File: config.mk
export PLATFORM = sky130hd
export DESIGN_NAME = compressed_bitmap_decoder_flat
export DESIGN_NICKNAME = d
export VERILOG_FILES = /design/src/hdl/cbd_pkg.sv /design/src/hdl/cbd_ifs.sv /design/src/hdl/cbd_front.sv /design/src/hdl/cbd_queue.sv /design/src/hdl/cbd_back.sv /design/src/hdl/compressed_bitmap_decoder.sv /design/src/flat_wrapper.sv
export SDC_FILE = /design/constraint.sdc
export NUM_CORES = 1
export LEC_CHECK = 0
export BUFFER_PORTS_ARGS = -buffer_cell sky130_fd_sc_hd__buf_2
export CAP_MARGIN = 0
export CORE_MARGIN = 2
export CORE_UTILIZATION = 66
export DETAILED_ROUTE_END_ITERATION = 12
export PLACE_DENSITY = 0.85
export SYNTH_ARGS = -nofsm -noshare
export SYNTH_HDL_FRONTEND = slang
export SYNTH_SLANG_ARGS = --single-unit
File: constraint.sdc
create_clock -name clk -period 5.05 [get_ports clk]
set_input_delay 1.01 -clock clk [delete_from_list [all_inputs] [get_ports clk]]
set_output_delay 1.01 -clock clk [all_outputs]
set_load 0.01 [all_outputs]
File: src/hdl/cbd_pkg.sv
`timescale 1ns / 1ps

package cbd_pkg;

    localparam int POSITION_BITS = 32;
    localparam int POS_W         = POSITION_BITS;
    localparam int OUT_W         = 32;
    localparam int BYTE_BITS     = 8;
    localparam int RUN_SHIFT     = 10;
    localparam int QUEUE_DEPTH   = 4;
    localparam int QPTR_W        = $clog2(QUEUE_DEPTH);

    typedef logic [POS_W-1:0] pos_t;
    typedef logic [15:0]      code_t;
    typedef logic [7:0]       dirty_t;
    typedef logic [OUT_W-1:0] out_pos_t;

    // one dirty byte waiting to be expanded into positions
    typedef struct packed {
        pos_t   base;
        dirty_t bits;
        logic   last;
    } cmd_t;

    // queue handshake between the classifier and the expander
    typedef struct packed {
        logic push;
        logic pop;
    } q_ctrl_t;

    typedef struct packed {
        logic full;
        logic empty;
    } q_stat_t;

endpackage

File: src/hdl/cbd_ifs.sv
`timescale 1ns / 1ps

interface cbd_in_if;
    import cbd_pkg::*;

    logic  valid;
    logic  ready;
    code_t code_word;
    logic  last_word;

    modport source (output valid, output code_word, output last_word, input ready);
    modport sink   (input valid, input code_word, input last_word, output ready);
endinterface

interface cbd_out_if;
    import cbd_pkg::*;

    logic     valid;
    logic     ready;
    out_pos_t position;
    logic     last_of_word;
    logic     bitmap_end;

    modport source (output valid, output position, output last_of_word, output bitmap_end,
                    input ready);
    modport sink   (input valid, input position, input last_of_word, input bitmap_end,
                    output ready);
endinterface

File: src/hdl/cbd_front.sv
`timescale 1ns / 1ps

module cbd_front (
    input  logic            clk,
    input  logic            rst_n,
    cbd_in_if.sink          din,
    input  cbd_pkg::q_stat_t q_stat,
    output logic            push,
    output cbd_pkg::cmd_t   cmd
);
    import cbd_pkg::*;

    pos_t   pos_base_reg;
    pos_t   pos_base_next;
    pos_t   skip_base;
    pos_t   run_adv;
    logic   is_run;
    logic   accept;
    dirty_t dirty;

    assign din.ready = !q_stat.full;
    assign accept    = din.valid && din.ready;
    assign is_run    = din.code_word[15];
    assign dirty     = din.code_word[7:0];

    assign skip_base = pos_base_reg + POS_W'({din.code_word[14:8], 3'b000});
    assign run_adv   = POS_W'({din.code_word[14:0], {RUN_SHIFT{1'b0}}});

    always_comb
    begin
        pos_base_next = pos_base_reg;
        if (accept)
        begin
            if (din.last_word)
                pos_base_next = '0;
            else if (is_run)
                pos_base_next = pos_base_reg + run_adv;
            else
                pos_base_next = skip_base + POS_W'(BYTE_BITS);
        end
    end

    assign push      = accept && !is_run && (dirty != '0);
    assign cmd.base  = skip_base;
    assign cmd.bits  = dirty;
    assign cmd.last  = din.last_word;

    always_ff @(posedge clk or negedge rst_n)
    begin
        if (!rst_n)
            pos_base_reg <= '0;
        else
            pos_base_reg <= pos_base_next;
    end

endmodule

File: src/hdl/cbd_queue.sv
`timescale 1ns / 1ps

module cbd_queue (
    input  logic             clk,
    input  logic             rst_n,
    input  cbd_pkg::q_ctrl_t q_ctrl,
    input  cbd_pkg::cmd_t    wr_cmd,
    output cbd_pkg::cmd_t    rd_cmd,
    output cbd_pkg::q_stat_t q_stat
);
    import cbd_pkg::*;

    cmd_t              slot_reg [QUEUE_DEPTH];
    logic [QPTR_W-1:0] wr_ptr_reg;
    logic [QPTR_W-1:0] wr_ptr_next;
    logic [QPTR_W-1:0] rd_ptr_reg;
    logic [QPTR_W-1:0] rd_ptr_next;
    logic [QPTR_W:0]   count_reg;
    logic [QPTR_W:0]   count_next;
    logic              do_push;
    logic              do_pop;

    assign q_stat.full  = (count_reg == (QPTR_W+1)'(QUEUE_DEPTH));
    assign q_stat.empty = (count_reg == '0);
    assign do_push      = q_ctrl.push && !q_stat.full;
    assign do_pop       = q_ctrl.pop && !q_stat.empty;
    assign rd_cmd       = slot_reg[rd_ptr_reg];

    always_comb
    begin
        wr_ptr_next = do_push ? wr_ptr_reg + 1'b1 : wr_ptr_reg;
        rd_ptr_next = do_pop ? rd_ptr_reg + 1'b1 : rd_ptr_reg;
        count_next  = count_reg;
        if (do_push && !do_pop)
            count_next = count_reg + 1'b1;
        else if (do_pop && !do_push)
            count_next = count_reg - 1'b1;
    end

    always_ff @(posedge clk or negedge rst_n)
    begin
        if (!rst_n)
        begin
            wr_ptr_reg <= '0;
            rd_ptr_reg <= '0;
            count_reg  <= '0;
        end
        else
        begin
            wr_ptr_reg <= wr_ptr_next;
            rd_ptr_reg <= rd_ptr_next;
            count_reg  <= count_next;
        end
    end

    always_ff @(posedge clk)
    begin
        if (do_push)
            slot_reg[wr_ptr_reg] <= wr_cmd;
    end

endmodule

File: src/hdl/cbd_back.sv
`timescale 1ns / 1ps

module cbd_back (
    input  logic             clk,
    input  logic             rst_n,
    input  cbd_pkg::cmd_t    rd_cmd,
    input  cbd_pkg::q_stat_t q_stat,
    output logic             pop,
    cbd_out_if.source        dout
);
    import cbd_pkg::*;

    pos_t       cur_base_reg;
    pos_t       cur_base_next;
    dirty_t     cur_bits_reg;
    dirty_t     cur_bits_next;
    logic       cur_last_reg;
    logic       cur_last_next;
    logic       out_valid_reg;
    logic       out_valid_next;
    out_pos_t   position_reg;
    out_pos_t   position_next;
    logic       last_of_word_reg;
    logic       last_of_word_next;
    logic       bitmap_end_reg;
    logic       bitmap_end_next;
    dirty_t     rem_bits;
    logic [2:0] bit_idx;
    logic       step;
    logic       done;

    assign step     = (cur_bits_reg != '0) && (!out_valid_reg || dout.ready);
    assign rem_bits = cur_bits_reg & (cur_bits_reg - 1'b1);
    assign done     = (cur_bits_reg == '0) || (step && (rem_bits == '0));
    assign pop      = done && !q_stat.empty;

    // lowest set bit first
    always_comb
    begin
        bit_idx = '0;
        for (int i = 7; i >= 0; i--)
        begin
            if (cur_bits_reg[i])
                bit_idx = 3'(i);
        end
    end

    always_comb
    begin
        cur_base_next     = cur_base_reg;
        cur_bits_next     = cur_bits_reg;
        cur_last_next     = cur_last_reg;
        out_valid_next    = out_valid_reg;
        position_next     = position_reg;
        last_of_word_next = last_of_word_reg;
        bitmap_end_next   = bitmap_end_reg;

        if (pop)
        begin
            cur_base_next = rd_cmd.base;
            cur_bits_next = rd_cmd.bits;
            cur_last_next = rd_cmd.last;
        end
        else if (step)
        begin
            cur_bits_next = rem_bits;
        end

        if (step)
        begin
            out_valid_next    = 1'b1;
            position_next     = OUT_W'(cur_base_reg + POS_W'(bit_idx));
            last_of_word_next = (rem_bits == '0);
            bitmap_end_next   = (rem_bits == '0) && cur_last_reg;
        end
        else if (dout.ready)
        begin
            out_valid_next = 1'b0;
        end
    end

    always_ff @(posedge clk or negedge rst_n)
    begin
        if (!rst_n)
        begin
            cur_bits_reg  <= '0;
            out_valid_reg <= 1'b0;
        end
        else
        begin
            cur_bits_reg  <= cur_bits_next;
            out_valid_reg <= out_valid_next;
        end
    end

    always_ff @(posedge clk)
    begin
        cur_base_reg     <= cur_base_next;
        cur_last_reg     <= cur_last_next;
        position_reg     <= position_next;
        last_of_word_reg <= last_of_word_next;
        bitmap_end_reg   <= bitmap_end_next;
    end

    assign dout.valid        = out_valid_reg;
    assign dout.position     = position_reg;
    assign dout.last_of_word = last_of_word_reg;
    assign dout.bitmap_end   = bitmap_end_reg;

endmodule

File: src/hdl/compressed_bitmap_decoder.sv
`timescale 1ns / 1ps

// Decodes a stream of 16-bit compressed bitmap words into the bit index of
// every set bit. The front takes one word per cycle while its four-entry
// command queue has room; run words and dirty words with an empty byte only
// move the running position and are not queued. The back expands a queued
// dirty byte at one position per cycle through the output register while
// the output is not stalled, so the sustained rate is set by that expander.
// The first position of a word passes through the queue slot, the current
// byte register and the output register. A word marked last returns the
// running position to zero after it.
module compressed_bitmap_decoder (
    input  logic      clk,
    input  logic      rst_n,
    cbd_in_if.sink    din,
    cbd_out_if.source dout
);
    import cbd_pkg::*;

    cmd_t    wr_cmd;
    cmd_t    rd_cmd;
    q_ctrl_t q_ctrl;
    q_stat_t q_stat;
    logic    push;
    logic    pop;

    assign q_ctrl.push = push;
    assign q_ctrl.pop  = pop;

    cbd_front u_front (
        .clk    (clk),
        .rst_n  (rst_n),
        .din    (din),
        .q_stat (q_stat),
        .push   (push),
        .cmd    (wr_cmd)
    );

    cbd_queue u_queue (
        .clk    (clk),
        .rst_n  (rst_n),
        .q_ctrl (q_ctrl),
        .wr_cmd (wr_cmd),
        .rd_cmd (rd_cmd),
        .q_stat (q_stat)
    );

    cbd_back u_back (
        .clk    (clk),
        .rst_n  (rst_n),
        .rd_cmd (rd_cmd),
        .q_stat (q_stat),
        .pop    (pop),
        .dout   (dout)
    );

endmodule

File: src/flat_wrapper.sv
// flat-port wrapper written by rule: the top's interface ports become plain ports
module compressed_bitmap_decoder_flat import cbd_pkg::*;
  (clk, rst_n, din_valid, din_code_word, din_last_word, din_ready, dout_valid, dout_position, dout_last_of_word, dout_bitmap_end, dout_ready);
  cbd_in_if din_i ();
  cbd_out_if dout_i ();
  input  logic clk;
  input  logic rst_n;
  input wire logic [$bits(din_i.valid)-1:0] din_valid;
  input wire logic [$bits(din_i.code_word)-1:0] din_code_word;
  input wire logic [$bits(din_i.last_word)-1:0] din_last_word;
  output wire logic [$bits(din_i.ready)-1:0] din_ready;
  output wire logic [$bits(dout_i.valid)-1:0] dout_valid;
  output wire logic [$bits(dout_i.position)-1:0] dout_position;
  output wire logic [$bits(dout_i.last_of_word)-1:0] dout_last_of_word;
  output wire logic [$bits(dout_i.bitmap_end)-1:0] dout_bitmap_end;
  input wire logic [$bits(dout_i.ready)-1:0] dout_ready;
  assign din_i.valid = din_valid;
  assign din_i.code_word = din_code_word;
  assign din_i.last_word = din_last_word;
  assign din_ready = din_i.ready;
  assign dout_valid = dout_i.valid;
  assign dout_position = dout_i.position;
  assign dout_last_of_word = dout_i.last_of_word;
  assign dout_bitmap_end = dout_i.bitmap_end;
  assign dout_i.ready = dout_ready;
  compressed_bitmap_decoder u_core (.clk(clk), .rst_n(rst_n), .din(din_i), .dout(dout_i));
endmodule
==> qor.txt, run 1 <==
status: finished with violations
violated checks: design-rule violations
Seq cells post-synth: 261
Max Cap Violations: 0
most frequent cell after synthesis: edfxtp_1
EDFF count, synth: 216
share of layout cells above drive strength 1: 18.1%
row cnt: 49
first-pass GRT wire length: 42.4 mm
sequential area share after synthesis: 62.2%
post-route ant nets: 0
Synth-to-Final Area Change: 10.4%
Synth Cell Area: 12,200 um^2
Worst-Margin Slew: 1060 ps
Pre-Repair DR Iteration Count: 9
die outline height: 140 um
global routing's busiest layer: met2
fin crit share: 79.3%
IO Port Bufs: 56
dpl hpwl: 17.3 mm
mean post-synth cell area: 14.0 um^2
pwr dens: 579 nW/um^2
CTS sink count: 261
setup TNS: 0 ps
Yosys Warn Count: 0
initial antenna violation count: 0
max FFs per register: 152
net count after synthesis: 926
Residual DRC: 5
asr flop ratio synth: 17.2%
Fin Hold WS: 306 ps
die width: 140 um
Relative slew margins: 29.2%
CP max FO: 12
clock-pin slew on the worst setup and hold paths: 60 ps
CP Class: input port to flip-flop
min cycle time layout: 4010 ps
Mapped Cells: 873
Post-Synth Simple-Gate Area: 10.0%
VDD IR max: 0.000344 V
mux cell area share after synthesis: 7.25%
Adder-Cell Fraction of Synth Area: 3.62%
FMAX: 0.250 GHz
critical path required time: 5450 ps
largest family of logic cells by synthesized area: simple AND/OR/NAND/NOR gates
compound-cell area share of the yosys netlist: 8.68%
met2 Use GR: 44.6%
CP Data Arrival Time: 4400 ps
GRT met3 Usage: 3.62%
CTS tree: yes
total I/O pin count: 57
Synth area leaders: edfxtp_1, dfrtp_1, mux4_2
Leak: 0.00498 uW
# resized after CTS: 0
post-CTS setup buffer count: 0
Layout Nets: 980
Final Hold Viols: 0
core footprint: 18,100 um^2
via count: 7,801
TritonCTS Buffers: 25
final slew viol count: 0
Clock Skew: 20.0 ps
H-Tree Depth: 1
DIE AREA: 19,600 um^2
Post-Synth XOR/XNOR Area: 5.80%
Synth Flop Type: edfxtp_1
met1 Resource Use GR: 41.5%
largest net degree at the start of global routing: 40
GRT Total Usage: 27.8%
worst hold path class: input port to async pin
ANT cells: 0
# fillers: 1,029
Clock Tree Root: clkbuf_16
vias in the first global route: 7,546
Placer Congestion: 0.922
Synth area leader: edfxtp_1
wirelength, routed: 26.6 mm
GRT overflow: 0
synth unique cells: 80
final setup vio count: 0
Yosys top cell area share: 53.0%
wire length per cell: 22.6 um
Commonest cells post-synth: edfxtp_1, nand2_1, dfrtp_1
Initial Util: 67.7%
via/cell ratio: 6.64
worst-skew pair later-pin latency: 530 ps
CTS max path bufs: 3
RSZ-0062 raised after global routing: no
Initial DRC Count: 973
crit start category: input port
Hold-fix buffers, CTS: 0
CP endpoint kind: flip-flop
## cell type report
class                           instances  area [um^2]  share of cell area, %
Sequential cell                       261         7610                   56.3
Multi-Input combinational cell        538         4340                   32.1
Clock buffer                           36          707                   5.23
Timing Repair Buffer                   73          408                   3.02
Tap cell                              229          287                   2.12
Inverter                               28          105                  0.778
Clock inverter                         10         58.8                  0.435
## worst max-delay path: stages
cell	delay, ps
buf_2	90
ha_1	180
inv_1	60
fa_1	420
and2b_1	280
o221ai_1	140
a21oi_1	300
xor2_1	540
a22oi_1	270
a2111oi_2	260
buf_4	240
nand4b_1	130
xnor2_1	150
a221o_1	330
## path summary, 6_finish.rpt
path / startpoint / to / slack (ps) / depth (start not counted)
worst max-delay path: din_code_word[8] / u_core.u_front.pos_base_reg[31] / 1040 / 14
worst min-delay path: rst_n / u_core.u_queue.wr_ptr_reg[0] / 310 / 1
worst max register to register: u_core.u_front.pos_base_reg[3] / u_core.u_front.pos_base_reg[31] / 1220 / 13
worst min register to register: u_core.u_back.cur_base_reg[31] / u_core.u_back.dout.position[31] / 430 / 0
max in group asynchronous: rst_n / u_core.u_queue.rd_ptr_reg[0] / 3920 / 2
min in group clk: u_core.u_back.cur_base_reg[31] / u_core.u_back.dout.position[31] / 430 / 0
## report_power, final
group	internal, uW	switching, uW
Sequential	3110	439
Clock	976	768
Combinational	1040	1490
Total	5130	2700
## per-stage QoR
| step | worst slack [ps] | std cells | utilization [%] | cell area (um^2) | total power [uW] |
|---|---|---|---|---|---|
| 6_report | 1040 | 1175 | 74.7 | 13500 | 7820 |
| 2_1_floorplan | 1140 | 873 | - | 12200 | 5270 |
| 5_1_grt | 836 | 1175 | 74.7 | 13500 | 8200 |
| 3_5_place_dp | 593 | 1129 | 70.5 | 12800 | 6040 |
| 3_3_place_gp | 731 | 1129 | 70.5 | 12800 | 5900 |
| 4_1_cts | 1120 | 1175 | 74.7 | 13500 | 7800 |
## per-layer routing
layer,share of wire [%],vias up
met5,0,-
met4,2.3,0
met3,9.3,62
met2,47,460
met1,41,3829
li1,-,3450
## cells in the final DEF, fill, tap and decap left out, types with 8 or more instances in the layout
cell type	instances
o21ai_0	36
nand4_1	8
buf_4	17
edfxtp_1	216
xor2_1	40
inv_1	28
nor3_1	19
nor2_1	41
xnor2_1	41
nand3_1	20
and3_1	16
mux4_2	38
a211oi_1	9
and2_1	11
a22o_1	9
buf_2	56
dfrtp_1	44
a21oi_1	28
ha_1	29
clkbuf_16	25
nand2_1	57
## cell families (layout without fill, tap and decap cells)
family                     Yosys count  count (layout)
muxes                               41              41
xor gates and xnor gates            81              81
other                                1               1
adders and majority gates           34              34
and+or+nand+nor                    228             228
AOI/OAI and AO/OA                  153             153
buffers and inverters               74             147
DFF                                261             261
Power figures use the tool's default switching activity.
==> run 2: changes to the inputs <==
CORE_UTILIZATION = 56   (was 66)
PLACE_DENSITY = 0.77   (was 0.85)
clock period = 3.4 ns   (was 5.05 ns; I/O delays follow)
==> run 2 against run 1 <==
The flow now finishes without violations. Sequential power up 46%. Routed wire length up 2.9%. Final cell count up 13%. Critical path type is now flip-flop to flip-flop. Critical endpoint is now u_core.u_queue.count_reg[1]. Highest routed layer unchanged.
==> qor.txt, run 2 (synthesized netlist as in run 1, its figures left out) <==
via/cell ratio: 5.93
Leak: 0.00551 uW
first-pass GRT wire length: 43.2 mm
GRT overflow: 0
H-Tree Depth: 1
Placed Area: 13,600 um^2
Finished Layout Cells: 1,324
Placer Congestion: 0.955
Initial Util: 56.6%
TritonCTS Buffers: 26
final slew viol count: 0
row cnt: 54
Util after Layout: 67.0%
area occupied by multi-input gates: 4410 um^2
Max Cap Violations: 0
# fillers: 1,489
Residual DRC: 0
CTS tree: yes
CP Data Arrival Time: 3750 ps
Synth-to-Final Area Change: 18.3%
Relative slew margins: 36.6%
core footprint: 21,600 um^2
IO Port Bufs: 56
Initial DRC Count: 874
post-route ant nets: 0
CTS sink count: 261
CP max FO: 3
final setup vio count: 0
ANT cells: 0
status: complete, no violations
commonest non-fill, non-tap cell in the layout: edfxtp_1
FMAX: 0.298 GHz
GRT Total Usage: 23.7%
initial antenna violation count: 0
fin crit share: 98.6%
Fin Hold WS: 256 ps
CP endpoint kind: flip-flop
wirelength, routed: 27.3 mm
Clock Skew: 8.19 ps
die outline height: 152 um
worst-skew pair later-pin latency: 520 ps
Layout Nets: 1,077
total I/O pin count: 57
CP Class: flip-flop to flip-flop
max FFs per register: 152
crit path cell chain: or4_4 > or2_2 > maj3_1 > o22ai_2 > o21a_1 > nor2b_1 > o32ai_1 > ha_2 > inv_1 > fa_1 > mux2_2
vias in the first global route: 7,870
VDD IR max: 0.000515 V
share of layout cells above drive strength 1: 26.8%
via count: 7,849
Hold-fix buffers, CTS: 0
Worst-Margin Slew: 949 ps
placed cells: 1,275
cell area after layout: 14,500 um^2
dpl hpwl: 18.7 mm
DIE AREA: 23,100 um^2
wire length per cell: 20.6 um
Largest stage delay, worst path: 530 ps
setup TNS: 0 ps
largest net degree at the start of global routing: 39
Pre-Repair DR Iteration Count: 6
crit start category: flip-flop
Clock Tree Root: clkbuf_16
Final Hold Viols: 0
Worst path slowest cell: or4_4
pwr dens: 853 nW/um^2
worst hold path class: input port to async pin
critical path required time: 3800 ps
min cycle time layout: 3350 ps
die width: 152 um
clock-pin slew on the worst setup and hold paths: 60 ps
most frequent cells in the layout: edfxtp_1, buf_4, nand2_1, buf_2, dfrtp_1
Register Area: 7610 um^2
CTS max path bufs: 3
R2R cell count: 11
run 2: cell count changes in the layout (fill, tap and decap cells not counted), sizes merged:
cell,before,now
clkinv,7,13
clkinvlp,1,0
clkbuf,36,32
buf,73,169
inv,30,29
bufinv,0,2
run 2: worst paths after layout:
kind | slack [ps] | startpoint | end
max in group asynchronous | 2370 | rst_n | u_core.u_front.pos_base_reg[26]
worst max register to register | 50 | u_core.u_back.cur_bits_reg[0] | u_core.u_queue.count_reg[1]
worst max-delay path | 50 | u_core.u_back.cur_bits_reg[0] | u_core.u_queue.count_reg[1]
min in group clk | 430 | u_core.u_back.cur_base_reg[31] | u_core.u_back.dout.position[31]
worst min-delay path | 260 | rst_n | u_core.u_back.dout.valid
worst min register to register | 430 | u_core.u_back.cur_base_reg[31] | u_core.u_back.dout.position[31]
run 2: what timing repair did:
action                     in CTS  in global routing
resized for setup               0                  4
setup buffers                   0                  1
setup endpoints to repair       0                  3
run 2: per-layer routing:
layer	routed length (um)	GRT usage, %	vias to the layer above
met4	425	6.01	0
met5	0	0	-
met1	11500	33.2	3873
li1	-	-	3640
met3	1810	3.79	35
met2	13500	39.5	301
run 2: critical path, delay by kind of cell, from the launching register on:
kind                     cells  cell delay, ps
multiplexers                 1             290
adder cells (fa/ha/maj)      3            1010
AO/OA/AOI/OAI                3             440
flip-flops                   1             380
buffers and inverters        1              80
AND/OR/NAND/NOR              3            1030
run 2: power by group:
part           total (uW)  internal, uW  switching, uW
combinational        4330          1970           2360
clock                2820          1650           1170
sequential           5200          4610            588
run 2: layout make-up:
class | count | share of cell area (%)
timing repair buffer | 169 | 7.97
multi-input combinational | 538 | 30.4
clock inverter | 16 | 0.916
tap | 280 | 2.42
sequential | 261 | 52.6
inverter | 28 | 0.726
clock buffer | 32 | 4.94
run 2: metrics by stage:
step | total power (uW) | worst slack (ps)
floorplan | 7850 | -18.5
global placement | 9290 | -144
detailed placement | 9480 | -169
CTS | 12300 | 21.7
global route | 13000 | -14.3
finish | 12400 | 46.3
